**config.mk**
```make
export PLATFORM = sky130hd
export DESIGN_NAME = optical_source_bias_controller_top
export DESIGN_NICKNAME = d
export VERILOG_FILES = /design/src/sv/osbc_pkg.sv /design/src/sv/osbc_ramp.sv /design/src/sv/optical_source_bias_controller_top.sv
export SDC_FILE = /design/constraint.sdc
export NUM_CORES = 1
export LEC_CHECK = 0
export BUFFER_PORTS_ARGS = -buffer_cell sky130_fd_sc_hd__buf_4
export CORE_UTILIZATION = 58
export DETAILED_ROUTE_END_ITERATION = 10
export MAX_ROUTING_LAYER = met4
export PLACE_DENSITY = 0.76
export REMOVE_ABC_BUFFERS = 1
export SLEW_MARGIN = 20
export SYNTH_ARGS = -nofsm -noshare
export SYNTH_HDL_FRONTEND = slang
export SYNTH_HIERARCHICAL = 1
export SYNTH_SLANG_ARGS = --single-unit
```
**constraint.sdc**
```tcl
create_clock -name clk -period 10.6 [get_ports clk]
set_input_delay 0.53 -clock clk [delete_from_list [all_inputs] [get_ports clk]]
set_output_delay 0.53 -clock clk [all_outputs]
set_load 0.01 [all_outputs]
```
**src/sv/osbc_pkg.sv**
```systemverilog
`timescale 1ns / 1ps
`default_nettype none

package osbc_pkg;

  localparam int DAC_BITS_DEF = 12;

  localparam int CPU_W    = 10;
  localparam int DUTY_W   = 16;
  localparam int THR_W    = 16;
  localparam int VALUE_W  = 16;
  localparam int KIND_W   = 3;
  localparam int CFG_A_W  = 2;
  localparam int CFG_D_W  = 16;
  localparam int UV_PROD_W = VALUE_W + CPU_W;

  // x/30 == (x * 34953) >> 20 for every x below 2^16
  localparam int          RAMP_DIV    = 30;
  localparam int          RECIP_W     = 16;
  localparam int          RAMP_SHIFT  = 20;
  localparam logic [15:0] RAMP_RECIP  = 16'd34953;

  localparam logic [CPU_W-1:0]   CPU_RST      = 10'd280;
  localparam logic [DUTY_W-1:0]  DUTY_LIM_RST = 16'd14000;
  localparam logic [THR_W-1:0]   THR_RST      = 16'h0100;
  localparam logic [VALUE_W-1:0] UV_WIDTH_RST = 16'd40;

  typedef enum logic [KIND_W-1:0] {
    KIND_TICK          = 3'd0,
    KIND_LASER_ENABLE  = 3'd1,
    KIND_LASER_DISABLE = 3'd2,
    KIND_UV_ON         = 3'd3,
    KIND_UV_OFF        = 3'd4,
    KIND_UV_WIDTH      = 3'd5,
    KIND_PMT_GOAL      = 3'd6,
    KIND_MONITOR       = 3'd7
  } kind_t;

  typedef enum logic [CFG_A_W-1:0] {
    CFG_COUNTS_PER_US    = 2'd0,
    CFG_DUTY_LIMIT       = 2'd1,
    CFG_HEALTH_THRESHOLD = 2'd2
  } cfg_idx_t;

  function automatic int out_width(input int dac_bits);
    out_width = ((2 * dac_bits + DUTY_W + 4 + 7) / 8) * 8;
  endfunction

endpackage

`default_nettype wire

```
**src/sv/osbc_ramp.sv**
```systemverilog
`timescale 1ns / 1ps
`default_nettype none

module osbc_ramp #(
  parameter int DAC_BITS = osbc_pkg::DAC_BITS_DEF
) (
  input  logic [DAC_BITS-1:0] present,
  input  logic [DAC_BITS-1:0] goal,
  output logic [DAC_BITS-1:0] stepped
);
  import osbc_pkg::*;

  localparam int PROD_W = DAC_BITS + RECIP_W;

  logic                       up;
  logic [DAC_BITS-1:0]        diff;
  logic [PROD_W-1:0]          prod;
  logic [PROD_W-RAMP_SHIFT-1:0] quot;
  logic [DAC_BITS-1:0]        step;

  always_comb begin
    up   = goal > present;
    diff = up ? (goal - present) : (present - goal);
    prod = PROD_W'(diff) * PROD_W'(RAMP_RECIP);
    quot = prod[PROD_W-1:RAMP_SHIFT];
    // diff/30 + 1 never exceeds diff once diff is nonzero, so no clamp
    step = DAC_BITS'(quot) + DAC_BITS'(1);
    if (present == goal) begin
      stepped = present;
    end else if (up) begin
      stepped = present + step;
    end else begin
      stepped = present - step;
    end
  end

endmodule

`default_nettype wire

```
**src/sv/optical_source_bias_controller_top.sv**
```systemverilog
// An accepted item waits in the input register; its result loads into the
// result register once that register is empty or its result is taken.
// Throughput: one item per cycle; in_tready drops only while an item waits
// in the input register behind a result that out_tready holds back.
// Reset (rst_n low, synchronous) empties both registers and returns every
// flag, code and configuration register to its documented reset value.
`timescale 1ns / 1ps
`default_nettype none

module optical_source_bias_controller_top #(
  parameter int DAC_BITS = osbc_pkg::DAC_BITS_DEF
) (
  input  logic                                    clk,
  input  logic                                    rst_n,
  input  logic                                    in_tvalid,
  output logic                                    in_tready,
  input  logic [osbc_pkg::VALUE_W-1:0]            in_tdata,  // value
  input  logic [osbc_pkg::KIND_W-1:0]             in_tuser,  // kind
  output logic                                    out_tvalid,
  input  logic                                    out_tready,
  // laser_dac, uv_duty, pmt_dac, ramp_busy, laser_is_on, uv_is_on,
  // laser_healthy, zero pad
  output logic [osbc_pkg::out_width(DAC_BITS)-1:0] out_tdata,
  input  logic                                    cfg_we,
  input  logic [osbc_pkg::CFG_A_W-1:0]            cfg_addr,
  input  logic [osbc_pkg::CFG_D_W-1:0]            cfg_wdata
);
  import osbc_pkg::*;

  localparam int          OUT_W   = out_width(DAC_BITS);
  localparam logic [VALUE_W:0] DAC_MAX = (VALUE_W+1)'((2 ** DAC_BITS) - 1);

  // input register
  logic                in_v_r;
  logic [KIND_W-1:0]   in_kind_r;
  logic [VALUE_W-1:0]  in_value_r;

  // configuration
  logic [CPU_W-1:0]    cpu_r;
  logic [DUTY_W-1:0]   duty_lim_r;
  logic [THR_W-1:0]    thr_r;

  // controller state
  logic                laser_en_r, laser_en_nxt;
  logic                uv_en_r, uv_en_nxt;
  logic [DAC_BITS-1:0] drive_r, drive_nxt;
  logic [VALUE_W-1:0]  uv_width_r, uv_width_nxt;
  logic [DAC_BITS-1:0] pmt_r, pmt_nxt;
  logic [DAC_BITS-1:0] goal_r, goal_nxt;
  logic                health_r, health_nxt;

  // result register
  logic                out_v_r;
  logic [OUT_W-1:0]    out_data_r, out_data_nxt;

  logic                advance;
  logic                in_accept;
  logic [DAC_BITS-1:0] value_sat;
  logic [DAC_BITS-1:0] pmt_stepped;
  logic [UV_PROD_W-1:0] uv_prod;
  logic [DUTY_W-1:0]   uv_duty;
  logic [DAC_BITS-1:0] laser_dac;

  assign advance   = in_v_r && (!out_v_r || out_tready);
  assign in_tready = !in_v_r || !out_v_r || out_tready;
  assign in_accept = in_tvalid && in_tready;

  assign out_tvalid = out_v_r;
  assign out_tdata  = out_data_r;

  osbc_ramp #(
    .DAC_BITS(DAC_BITS)
  ) u_ramp (
    .present (pmt_r),
    .goal    (goal_r),
    .stepped (pmt_stepped)
  );

  always_comb begin
    value_sat = ({1'b0, in_value_r} > DAC_MAX) ? DAC_MAX[DAC_BITS-1:0]
                                               : in_value_r[DAC_BITS-1:0];
    laser_en_nxt = laser_en_r;
    uv_en_nxt    = uv_en_r;
    drive_nxt    = drive_r;
    uv_width_nxt = uv_width_r;
    pmt_nxt      = pmt_r;
    goal_nxt     = goal_r;
    health_nxt   = health_r;
    case (kind_t'(in_kind_r))
      KIND_TICK:      pmt_nxt = pmt_stepped;
      KIND_LASER_ENABLE: begin
        drive_nxt    = value_sat;
        laser_en_nxt = 1'b1;
      end
      KIND_LASER_DISABLE: laser_en_nxt = 1'b0;
      KIND_UV_ON:     uv_en_nxt    = 1'b1;
      KIND_UV_OFF:    uv_en_nxt    = 1'b0;
      KIND_UV_WIDTH:  uv_width_nxt = in_value_r;
      KIND_PMT_GOAL:  goal_nxt     = value_sat;
      KIND_MONITOR:   health_nxt   = in_value_r > thr_r;
      default:        pmt_nxt      = pmt_r;
    endcase
  end

  always_comb begin
    uv_prod = UV_PROD_W'(uv_width_nxt) * UV_PROD_W'(cpu_r);
    if (!uv_en_nxt) begin
      uv_duty = '0;
    end else if (uv_prod > UV_PROD_W'(duty_lim_r)) begin
      uv_duty = duty_lim_r;
    end else begin
      uv_duty = uv_prod[DUTY_W-1:0];
    end
    laser_dac    = laser_en_nxt ? drive_nxt : '0;
    out_data_nxt = OUT_W'({health_nxt, uv_en_nxt, laser_en_nxt,
                           (pmt_nxt != goal_nxt), pmt_nxt, uv_duty, laser_dac});
  end

  always_ff @(posedge clk) begin
    if (!rst_n) begin
      in_v_r     <= 1'b0;
      out_v_r    <= 1'b0;
      cpu_r      <= CPU_RST;
      duty_lim_r <= DUTY_LIM_RST;
      thr_r      <= THR_RST;
      laser_en_r <= 1'b0;
      uv_en_r    <= 1'b0;
      drive_r    <= '0;
      uv_width_r <= UV_WIDTH_RST;
      pmt_r      <= '0;
      goal_r     <= '0;
      health_r   <= 1'b0;
    end else begin
      if (in_accept) begin
        in_v_r <= 1'b1;
      end else if (advance) begin
        in_v_r <= 1'b0;
      end
      if (advance) begin
        out_v_r    <= 1'b1;
        laser_en_r <= laser_en_nxt;
        uv_en_r    <= uv_en_nxt;
        drive_r    <= drive_nxt;
        uv_width_r <= uv_width_nxt;
        pmt_r      <= pmt_nxt;
        goal_r     <= goal_nxt;
        health_r   <= health_nxt;
      end else if (out_tready) begin
        out_v_r <= 1'b0;
      end
      if (cfg_we) begin
        case (cfg_idx_t'(cfg_addr))
          CFG_COUNTS_PER_US:    cpu_r      <= cfg_wdata[CPU_W-1:0];
          CFG_DUTY_LIMIT:       duty_lim_r <= cfg_wdata[DUTY_W-1:0];
          CFG_HEALTH_THRESHOLD: thr_r      <= cfg_wdata[THR_W-1:0];
          default:              cpu_r      <= cpu_r;  // unmapped index
        endcase
      end
    end
  end

  // payload registers, no reset
  always_ff @(posedge clk) begin
    if (in_accept) begin
      in_kind_r  <= in_tuser;
      in_value_r <= in_tdata;
    end
    if (advance) begin
      out_data_r <= out_data_nxt;
    end
  end

endmodule

`default_nettype wire

```
==> results of run 1 <==
power by group through the flow:
stage | clock (mW) | combinational [mW] | sequential, mW
2_1_floorplan | 0 | 2.90 | 0.738
3_3_place_gp | 0 | 3.73 | 0.740
3_5_place_dp | 0 | 3.80 | 0.742
4_1_cts | 0.632 | 3.83 | 0.728
5_1_grt | 0.657 | 4.42 | 0.733
6_report | 0.630 | 3.95 | 0.729
path summary, 6_finish.rpt:
kind                   endpoint  depth (start not counted)        start  slack [ps]
hold reg to reg       thr_r[10]                          2    thr_r[10]         470
setup / recovery  out_tdata[40]                         46     pmt_r[1]         550
hold / removal    in_value_r[6]                          1  in_tdata[6]         260
setup reg to reg  out_tdata[40]                         46     pmt_r[1]         550
repair_timing:
item                       CTS  global route
hold buffers                 0             0
buffers inserted             0             4
gates resized for setup      0            23
setup endpoints to repair    0             3
per-stage QoR:
stage,utilization,cell area [um2]
floorplan,-,16080
global placement,0.6212,17310
detailed placement,0.6212,17310
CTS,0.6428,17910
global route,0.6480,18050
finish,0.6480,18050
metal layers:
| layer | vias up | GRT usage | part of all wire |
|---|---|---|---|
| met5 | - | - | 0 |
| met4 | 0 | 0.08774 | 0.026 |
| li1 | 6381 | - | - |
| met1 | 6540 | 0.3819 | 0.44 |
| met3 | 80 | 0.03493 | 0.041 |
| met2 | 372 | 0.4935 | 0.49 |
kinds of logic (layout without fill, tap and decap cells):
family | Yosys count | in the layout | share of synthesized area
other | 1 | 4 | 0.0002272
AND/OR/NAND/NOR | 675 | 675 | 0.1926
buffers and inverters | 329 | 362 | 0.07823
multiplexers | 50 | 50 | 0.03245
AO/OA/AOI/OAI | 320 | 321 | 0.1362
flip-flops | 162 | 162 | 0.2347
adder cells (fa/ha/maj) | 306 | 306 | 0.2897
XOR/XNOR | 63 | 63 | 0.03593
placed cells by master, fill, tap and decap left out, types with 4 or more instances in the layout:
cell and count:
xnor2_1 25, nor2_1 121, conb_1 4, o21a_1 17
o21ai_0 52, clkbuf_16 17, ha_1 173, o31a_1 5
a21oi_1 68, nand3_1 28, a21boi_0 37, nand2b_1 10
and3_1 5, a211oi_1 21, inv_8 6, nor2b_1 17
inv_1 223, xor2_1 32, fa_1 127, buf_4 104
ha_2 6, mux2_2 28, a2111oi_0 4, nand4_1 19
o21ai_1 6, or2_2 5, clkinv_8 4, o31ai_1 4
mux2i_1 22, nand2_1 320, nor3_1 13, dfxtp_1 97
nor3b_1 28, a31oi_1 8, and2_1 76, nand3b_1 6
o211a_1 25, a21o_1 20, o211ai_1 18, edfxtp_1 63
worst max-delay path: cells and delay by family (launching register included):
kind | cells | cell delay (ps)
compound gates | 18 | 4050
fa+ha+maj | 7 | 2270
simple gates | 12 | 1830
xor+xnor | 3 | 450
flops | 1 | 420
buf+inv | 4 | 400
mux | 2 | 390
registers in the layout (all words and copies together), names as in the netlist:
| name | cells |
|---|---|
| out_tdata | 44 |
| duty_lim_r | 16 |
| in_value_r | 16 |
| thr_r | 16 |
| uv_width_r | 16 |
| drive_r | 12 |
| goal_r | 12 |
| pmt_r | 12 |
| cpu_r | 10 |
| in_kind_r | 3 |
| health_r | 1 |
| in_v_r | 1 |
| laser_en_r | 1 |
| out_tvalid | 1 |
| uv_en_r | 1 |
layout make-up:
type,instances,area (um2),area share
Multi-Input combinational cell,1419,11470,0.6352
Sequential cell,162,3876,0.2147
Inverter,226,852.1,0.04720
Timing Repair Buffer,104,780.7,0.04325
Tap cell,378,473.0,0.02620
Clock buffer,17,425.4,0.02357
Clock inverter,15,177.7,0.009843
==> reports/metrics.yaml, run 1 <==
run_status: "finished, final reports clean"
cpMaxStageDelayCell: "fa_1"
cellLeakagePower_nw: 8.511
clock_tree.htree_level_count: 4
design.core.area_um2: 27860
synth-edff-count: 63
rows: 61
timing.critical_path.required_ps: 10790
postLayoutSetupSlackWorst_ps: 548.6
gp_congestion: 0.9711
via_per_inst: 5.762
timing.setup.critical_path_class: "reg -> reg"
mappedNetlistArea_um2: 16500
initial_cell_density_of_the_core: 0.5925
slew_violations: 0
setup_total_negative_slack_ps: 0
critPathLaunchType: "register"
max-vdd-ir-drop_mv: 0.3544
yosysTopAreaCellShare: 0.1540
worst_hold_path_type: "in -> reg"
pre_cts_slack_ps: 201.7
final_clock_period_utilization_by_the_worst_path: 0.9482
synth_cell_types: 86
clk_transition_reported_paths_ps: 80
final.hold.worst_slack_ps: 260.6
layout-drive-gt1-share: 0.1122
routed_wirelength_um: 40910
timing.max_slew.rel_slack: 0.2181
fin_total_pwr_mw: 5.313
cts_max_path_buffers: 2
final_antenna_diode_count: 0
netlist_top_cells_area: "fa_1 15%, ha_1 14%, dfxtp_1 12%"
cp_slowest_stage_delay_ps: 460
grt_pass1_vias: 12940
fin_skew_ps: 17.74
tritoncts: "yes"
ios: 92
fillers: 2360
synth_commonest_cells: "320 x nand2_1, 224 x inv_1, 179 x ha_1"
design.die.area_um2: 29140
max_fclk_mhz: 99.49
grt_usage: 0.2976
final_nets: 2278
cp.arrival_ps: 10240
switching_share: 0.5032
post-route-min-period_ps: 10050
antenna_left: 0
power_report.internal_total_mw: 2.639
final-instance-count-excl-fill: 2321
postSynth.asyncResetShare: 0
detail_route.wl_per_cell_um: 17.63
area_growth_syn_to_layout_pct: 9.370
power_per_cell_area_nw_per_um2: 294.3
synth_instances: 1906
dr.pass1.iters: 6
die-width_um: 170.7
dpl.hpwl_um: 31200
grt_first_pass_wirelength_um: 66220
number_of_flip_flops_and_latches_in_the_synthesized_netlist: 162
antenna_found_initial: 0
share_seq_of_total_power: 0.137
synth-seq-area-share: 0.2347
die_boundary_height_um: 170.7
placedCellCount: 2284
cts_buffers: 17
initial_drc_count: 1043
io_buffer_count: 87
synth-main-ff-cell: "dfxtp_1"
clock-root-buffer: "clkbuf_16"
yosysTopAreaCell: "fa_1"
final-hold-violation-count: 0
timing.critical_path.to_type: "register"
max_capacitance_violation_total: 0
power.clock.fraction: 0.119
switchingPower_mw: 2.673
vias: 13370
syn_area_per_cell_um2: 8.659
globalRouteOverflowTotal: 0
drt_drc_violations_left: 0
synth_warnings: 6
synth_most_common_cell: "nand2_1"
maximum_number_of_pins_on_one_net_before_global_route_repair: 101
worstSkewPairLatency_ps: 450
power_frac_comb: 0.744
worst_slew_pin_slew_ps: 1143
critical-path-top-cell-by-count: "ha_1"
clkSinkCount: 162
setup_viol: 0
timing.critical_path.fanout_max: 7
(Power assumes the default switching activity.)
==> run 2: changes to the inputs <==
--- a/config.mk
+++ b/config.mk
@@ -7,6 +7,7 @@
 export LEC_CHECK = 0
 export BUFFER_PORTS_ARGS = -buffer_cell sky130_fd_sc_hd__buf_4
 export CORE_UTILIZATION = 58
+export CTS_BUF_LIST = sky130_fd_sc_hd__clkbuf_4
 export DETAILED_ROUTE_END_ITERATION = 10
 export MAX_ROUTING_LAYER = met4
 export PLACE_DENSITY = 0.76
==> reports/metrics.yaml, run 2 (synthesis results as in run 1) <==
final-hold-violation-count: 0  # unchanged
io_buffer_count: 87  # unchanged
final_clock_period_utilization_by_the_worst_path: 0.9472  # -0.001085
maximum_number_of_pins_on_one_net_before_global_route_repair: 101  # unchanged
antenna_found_initial: 0  # unchanged
initial_drc_count: 1128  # +8.1%
globalRouteOverflowTotal: 0  # unchanged
worstSkewPairLatency_ps: 600  # +150 ps
final.hold.worst_slack_ps: 99.11  # -161.4 ps
timing.critical_path.fanout_max: 9  # +2
timing.critical_path.required_ps: 10980  # +190 ps
dr.pass1.iters: 8  # +2
cts_buffers: 17  # unchanged
gr-usage-met3: 0.03400  # -0.0009253
dpl.hpwl_um: 31200  # unchanged
cellLeakagePower_nw: 8.383  # -1.5%
design.die.area_um2: 29140  # unchanged
timing.max_slew.rel_slack: 0.2190  # +0.0009270
fillers: 2414  # +2.3%
die-width_um: 170.7  # unchanged
die_boundary_height_um: 170.7  # unchanged
tritoncts: "yes"
timing.critical_path.to_type: "register"
post-route-min-period_ps: 10040  # -11.50 ps
max-vdd-ir-drop_mv: 0.3574  # +0.85%
final_nets: 2278  # unchanged
final_util: 0.6370  # -0.01100
power.clock.fraction: 0.077  # -0.042
cts_max_path_buffers: 2  # unchanged
clkSinkCount: 162  # unchanged
layout-drive-gt1-share: 0.1143  # +0.002059
grt_pass1_vias: 12800  # -1.1%
via_per_inst: 5.751  # -0.18%
fin_total_pwr_mw: 5.086  # -4.3%
power_frac_comb: 0.779  # +0.035
final_cell_mix: "320 x nand2_1, 223 x inv_1, 174 x ha_1"
cpMaxStageDelayCell: "fa_1"
max_fclk_mhz: 99.60  # +0.11%
pre_cts_slack_ps: 201.7  # unchanged
design.core.area_um2: 27860  # unchanged
slew_violations: 0  # unchanged
grt_first_pass_wirelength_um: 65700  # -0.78%
cts_hold_repair.buffers: 0  # unchanged
timing.setup.critical_path_class: "reg -> reg"
groute.layer.met2.usage: 0.4923  # -0.001242
power_per_cell_area_nw_per_um2: 286.6  # -2.6%
vias: 13350  # -0.18%
clock_tree.htree_level_count: 4  # unchanged
ios: 92  # unchanged
detail_route.wl_per_cell_um: 17.53  # -0.54%
share_seq_of_total_power: 0.143  # +0.006
cp_slowest_stage_delay_ps: 440  # -20 ps
switchingPower_mw: 2.652  # -0.79%
power_report.internal_total_mw: 2.433  # -7.8%
critical-path-top-cell-by-count: "ha_1"
worst_slew_pin_slew_ps: 1142  # -1.355 ps
grt_usage: 0.2956  # -0.002026
routed_wirelength_um: 40690  # -0.54%
worst_hold_path_type: "in -> reg"
initial_cell_density_of_the_core: 0.5925  # unchanged
max_capacitance_violation_total: 0  # unchanged
critPathLaunchType: "register"
grt.busiest_layer: "met2"
rows: 61  # unchanged
antenna_left: 0  # unchanged
setup_total_negative_slack_ps: 0  # unchanged
setup_viol: 0  # unchanged
area_growth_syn_to_layout_pct: 7.513
gp_congestion: 0.9711  # unchanged
postLayoutSetupSlackWorst_ps: 560.0  # +11.50 ps
final_antenna_diode_count: 0  # unchanged
switching_share: 0.5216  # +0.01834
cp.arrival_ps: 10420  # +180 ps
clk_transition_reported_paths_ps: 200  # +120 ps
drt_drc_violations_left: 0  # unchanged
clock-root-buffer: "clkbuf_4"
run_status: "finished, final reports clean"
largest_reg_flops: 44  # unchanged
fin_skew_ps: 40.10  # +22.36 ps
grt_util_met1: 0.3822  # about the same
mostFrequentLayoutCell: "nand2_1"
## run 2: worst paths after layout
kind | from | endpoint | slack, ps | depth (start not counted)
worst max-delay path | pmt_r[3] | out_tdata[40] | 560 | 46
worst min-delay path | in_tdata[6] | in_value_r[6] | 100 | 1
worst min register to register | thr_r[10] | thr_r[10] | 480 | 2
worst max register to register | pmt_r[3] | out_tdata[40] | 560 | 46
## run 2: per-stage QoR
step	cells	instance area [um2]
2_1_floorplan	1806	16080
3_3_place_gp	2284	17310
3_5_place_dp	2284	17310
4_1_cts	2316	17610
5_1_grt	2321	17740
6_report	2321	17740
## run 2: final cells by class
| cell class | count | area (um2) | area share |
|---|---|---|---|
| Clock buffer | 17 | 127.6 | 0.007192 |
| Clock inverter | 15 | 177.7 | 0.01001 |
| Inverter | 226 | 852.1 | 0.04802 |
| Tap cell | 378 | 473.0 | 0.02665 |
| Timing Repair Buffer | 104 | 780.7 | 0.04400 |
| Sequential cell | 162 | 3885 | 0.2189 |
| Multi-Input combinational cell | 1419 | 11450 | 0.6452 |
## run 2: per-layer routing
layer / wire length [um] / vias to the layer above
met1: 17930 / 6542
met5: 0 / -
met4: 846 / 0
li1: - / 6376
met2: 20120 / 368
met3: 1788 / 63
## run 2: critical path: cells and delay by family, from the launching register on
family | cells | cell delay (ps)
mux | 2 | 390
flops | 1 | 430
compound gates | 19 | 4290
fa+ha+maj | 7 | 2230
buf+inv | 4 | 340
simple gates | 11 | 1690
xor+xnor | 3 | 450
## run 2: repair_timing
item / in CTS / in global routing
resized for setup: 0 / 26
setup endpoints to repair: 0 / 3
buffers inserted: 0 / 4
## run 2: power by group through the flow
| stage | Clock (mW) | Sequential, mW | Combinational (mW) |
|---|---|---|---|
| 2_1_floorplan | 0 | 0.738 | 2.90 |
| 3_5_place_dp | 0 | 0.742 | 3.80 |
| 4_1_cts | 0.392 | 0.728 | 3.83 |
| 5_1_grt | 0.419 | 0.734 | 4.42 |
| 3_3_place_gp | 0 | 0.740 | 3.73 |
| 6_report | 0.393 | 0.730 | 3.96 |
==> run 3: changes to the inputs <==
--- a/config.mk
+++ b/config.mk
@@ -10,7 +10,7 @@
 export CTS_BUF_LIST = sky130_fd_sc_hd__clkbuf_4
 export DETAILED_ROUTE_END_ITERATION = 10
 export MAX_ROUTING_LAYER = met4
-export PLACE_DENSITY = 0.76
+export PLACE_DENSITY = 0.78
 export REMOVE_ABC_BUFFERS = 1
 export SLEW_MARGIN = 20
 export SYNTH_ARGS = -nofsm -noshare
==> constraint.sdc (replaced) <==
create_clock -name clk -period 10.6 [get_ports clk]
set_input_delay 0.53 -clock clk [delete_from_list [all_inputs] [get_ports clk]]
set_output_delay 0.53 -clock clk [all_outputs]
set_load 0.1 [all_outputs]
==> reports/metrics.yaml, run 3 (synthesis results as in run 1) <==
cp.arrival_ps: 10490  # +70 ps
worst_hold_path_type: "in -> reg"
drt_drc_violations_left: 0  # unchanged
rows: 61  # unchanged
clkSinkCount: 162  # unchanged
initial_drc_count: 1087  # -3.6%
r2r_slack_ps: 440  # -120 ps
fin_area_um2: 17780  # +0.20%
cellLeakagePower_nw: 8.387  # about the same
r2r.worst_path.cells: 44  # -4.3%
critical-path-top-cell-by-count: "ha_1"
die_boundary_height_um: 170.7  # unchanged
design.core.area_um2: 27860  # unchanged
routed_wirelength_um: 40380  # -0.77%
clock-root-buffer: "clkbuf_4"
area_growth_syn_to_layout_pct: 7.733
max_capacitance_violation_total: 0  # unchanged
vias: 13340  # -0.052%
setup_total_negative_slack_ps: 0  # unchanged
dr.pass1.iters: 6  # -2
worstSkewPairLatency_ps: 580  # -20 ps
switching_share: 0.5186  # -0.002905
final-hold-violation-count: 0  # unchanged
initial_cell_density_of_the_core: 0.5925  # unchanged
setup_viol: 0  # unchanged
cts_buffers: 17  # unchanged
globalRouteOverflowTotal: 0  # unchanged
largest_reg_flops: 44  # unchanged
cts_max_path_buffers: 2  # unchanged
power_per_cell_area_nw_per_um2: 295.5  # +3.1%
power.clock.fraction: 0.083  # +0.006
clock_tree.htree_level_count: 4  # unchanged
design.die.area_um2: 29140  # unchanged
grt_first_pass_wirelength_um: 65780  # +0.13%
timing.max_slew.rel_slack: 0.2842  # +0.06517
gp_congestion: 0.9470  # -2.5%
final.hold.worst_slack_ps: 121.8  # +22.69 ps
ios: 92  # unchanged
final-instance-count-excl-fill: 2321  # unchanged
maximum_number_of_pins_on_one_net_before_global_route_repair: 101  # unchanged
grt_usage: 0.2960  # +0.0004481
regToRegStartpoint: "pmt_r[0]"
critPathLaunchType: "register"
final_cell_mix: "320 x nand2_1, 223 x inv_1, 172 x ha_1"
run_status: "finished, final reports clean"
power_frac_comb: 0.778  # about the same
cp_slowest_stage_delay_ps: 480  # +40 ps
holdCritStartpoint: "in_tdata[11]"
slew_violations: 0  # unchanged
antenna_left: 0  # unchanged
detail_route.wl_per_cell_um: 17.40  # -0.77%
switchingPower_mw: 2.725  # +2.7%
worst_slew_pin_slew_ps: 1071  # -70.55 ps
final_clock_period_utilization_by_the_worst_path: 0.9588  # +0.01162
die-width_um: 170.7  # unchanged
timing.critical_path.to_type: "register"
r2r_path_end: "out_tdata[40]"
mostFrequentLayoutCell: "nand2_1"
post-route-min-period_ps: 10160  # +123.2 ps
max-vdd-ir-drop_mv: 0.3444  # -3.6%
clk_transition_reported_paths_ps: 150  # -50 ps
io_buffer_count: 87  # unchanged
antenna_found_initial: 1  # +1
via_per_inst: 5.748  # about the same
fin_skew_ps: 27.34  # -12.76 ps
tritoncts: "yes"
grt_pass1_vias: 13140  # +2.7%
layout-drive-gt1-share: 0.1133  # -0.0009710
power_report.internal_total_mw: 2.529  # +3.9%
count_of_cells_along_the_worst_hold_path: 1  # unchanged
max_fclk_mhz: 98.40  # -1.2%
final_nets: 2277  # -0.044%
placedCellCount: 2282  # -0.088%
dpl.hpwl_um: 31230  # +0.11%
timing.setup.critical_path_class: "reg -> reg"
share_seq_of_total_power: 0.139  # -0.004
timing.critical_path.fanout_max: 6  # -3
timing.critical_path.required_ps: 10930  # -50 ps
dpl_cell_area_um2: 17290  # about the same
cpMaxStageDelayCell: "or3_4"
whs_endpoint: "in_value_r[11]"
-- run 3: cell count changes in the layout (fill, tap and decap cells not counted), moves of 2 or more --
cell / change
ha_1: -2
dfxtp_1: +4
clkinv_8: -4
dfxtp_2: -4
ha_2: +2
inv_8: -4
inv_6: +6
bufinv_16: +4
-- run 3: area by class of cell --
type                    count  area (um2)
fillers                  2303       10080
clock buffers              17       127.6
flip-flops and latches    162        3880
diodes                      1       2.502
clock inverters            15       217.7
multi-input cells        1418       11440
inverters                 226       852.1
well taps                 378       473.0
repair buffers            104       784.5
-- run 3: worst max-delay path by stage --
stage / from / slack (ps) / cells after the start / end
2_1_floorplan: pmt_r[5] / 410 / 44 / out_tdata[40]
3_5_place_dp: pmt_r[1] / 260 / 44 / out_tdata[40]
3_3_place_gp: pmt_r[5] / 490 / 44 / out_tdata[40]
4_1_cts: pmt_r[1] / 190 / 45 / out_tdata[40]
6_report: pmt_r[0] / 440 / 44 / out_tdata[40]
5_1_grt: pmt_r[0] / -50 / 46 / out_tdata[40]
-- run 3: routing by layer --
layer	wire length, um	global-route usage
met2	19690	0.4813
met1	17040	0.3728
met3	2423	0.04765
met5	0	-
met4	1228	0.1058
-- run 3: worst max-delay path: cells and delay by family, from the launching register on --
family	cells	cell delay [ps]
simple gates	13	2420
buf+inv	3	260
flops	1	420
xor+xnor	4	660
compound gates	14	3160
mux	3	670
fa+ha+maj	7	2320
-- run 3: repair_timing --
item                                    CTS  global route
endpoints found under the setup margin    0             3
setup buffers                             0             6
hold buffers                              0             0
gates resized for setup                   0            26
-- run 3: metrics by stage --
step / worst slack [ps] / util / power [mW]
floorplan: 407.6 / - / 3.744
global placement: 492.1 / 0.6207 / 4.590
detailed placement: 257.6 / 0.6207 / 4.657
CTS: 190.5 / 0.6331 / 5.120
global route: -52.72 / 0.6383 / 5.727
finish: 436.9 / 0.6383 / 5.254
-- run 3: power by group through the flow --
stage | Clock [mW] | Sequential [mW] | Combinational (mW)
5_1_grt | 0.469 | 0.734 | 4.52
3_3_place_gp | 0 | 0.740 | 3.85
6_report | 0.438 | 0.729 | 4.09
3_5_place_dp | 0 | 0.742 | 3.92
4_1_cts | 0.442 | 0.728 | 3.95
2_1_floorplan | 0 | 0.836 | 2.91
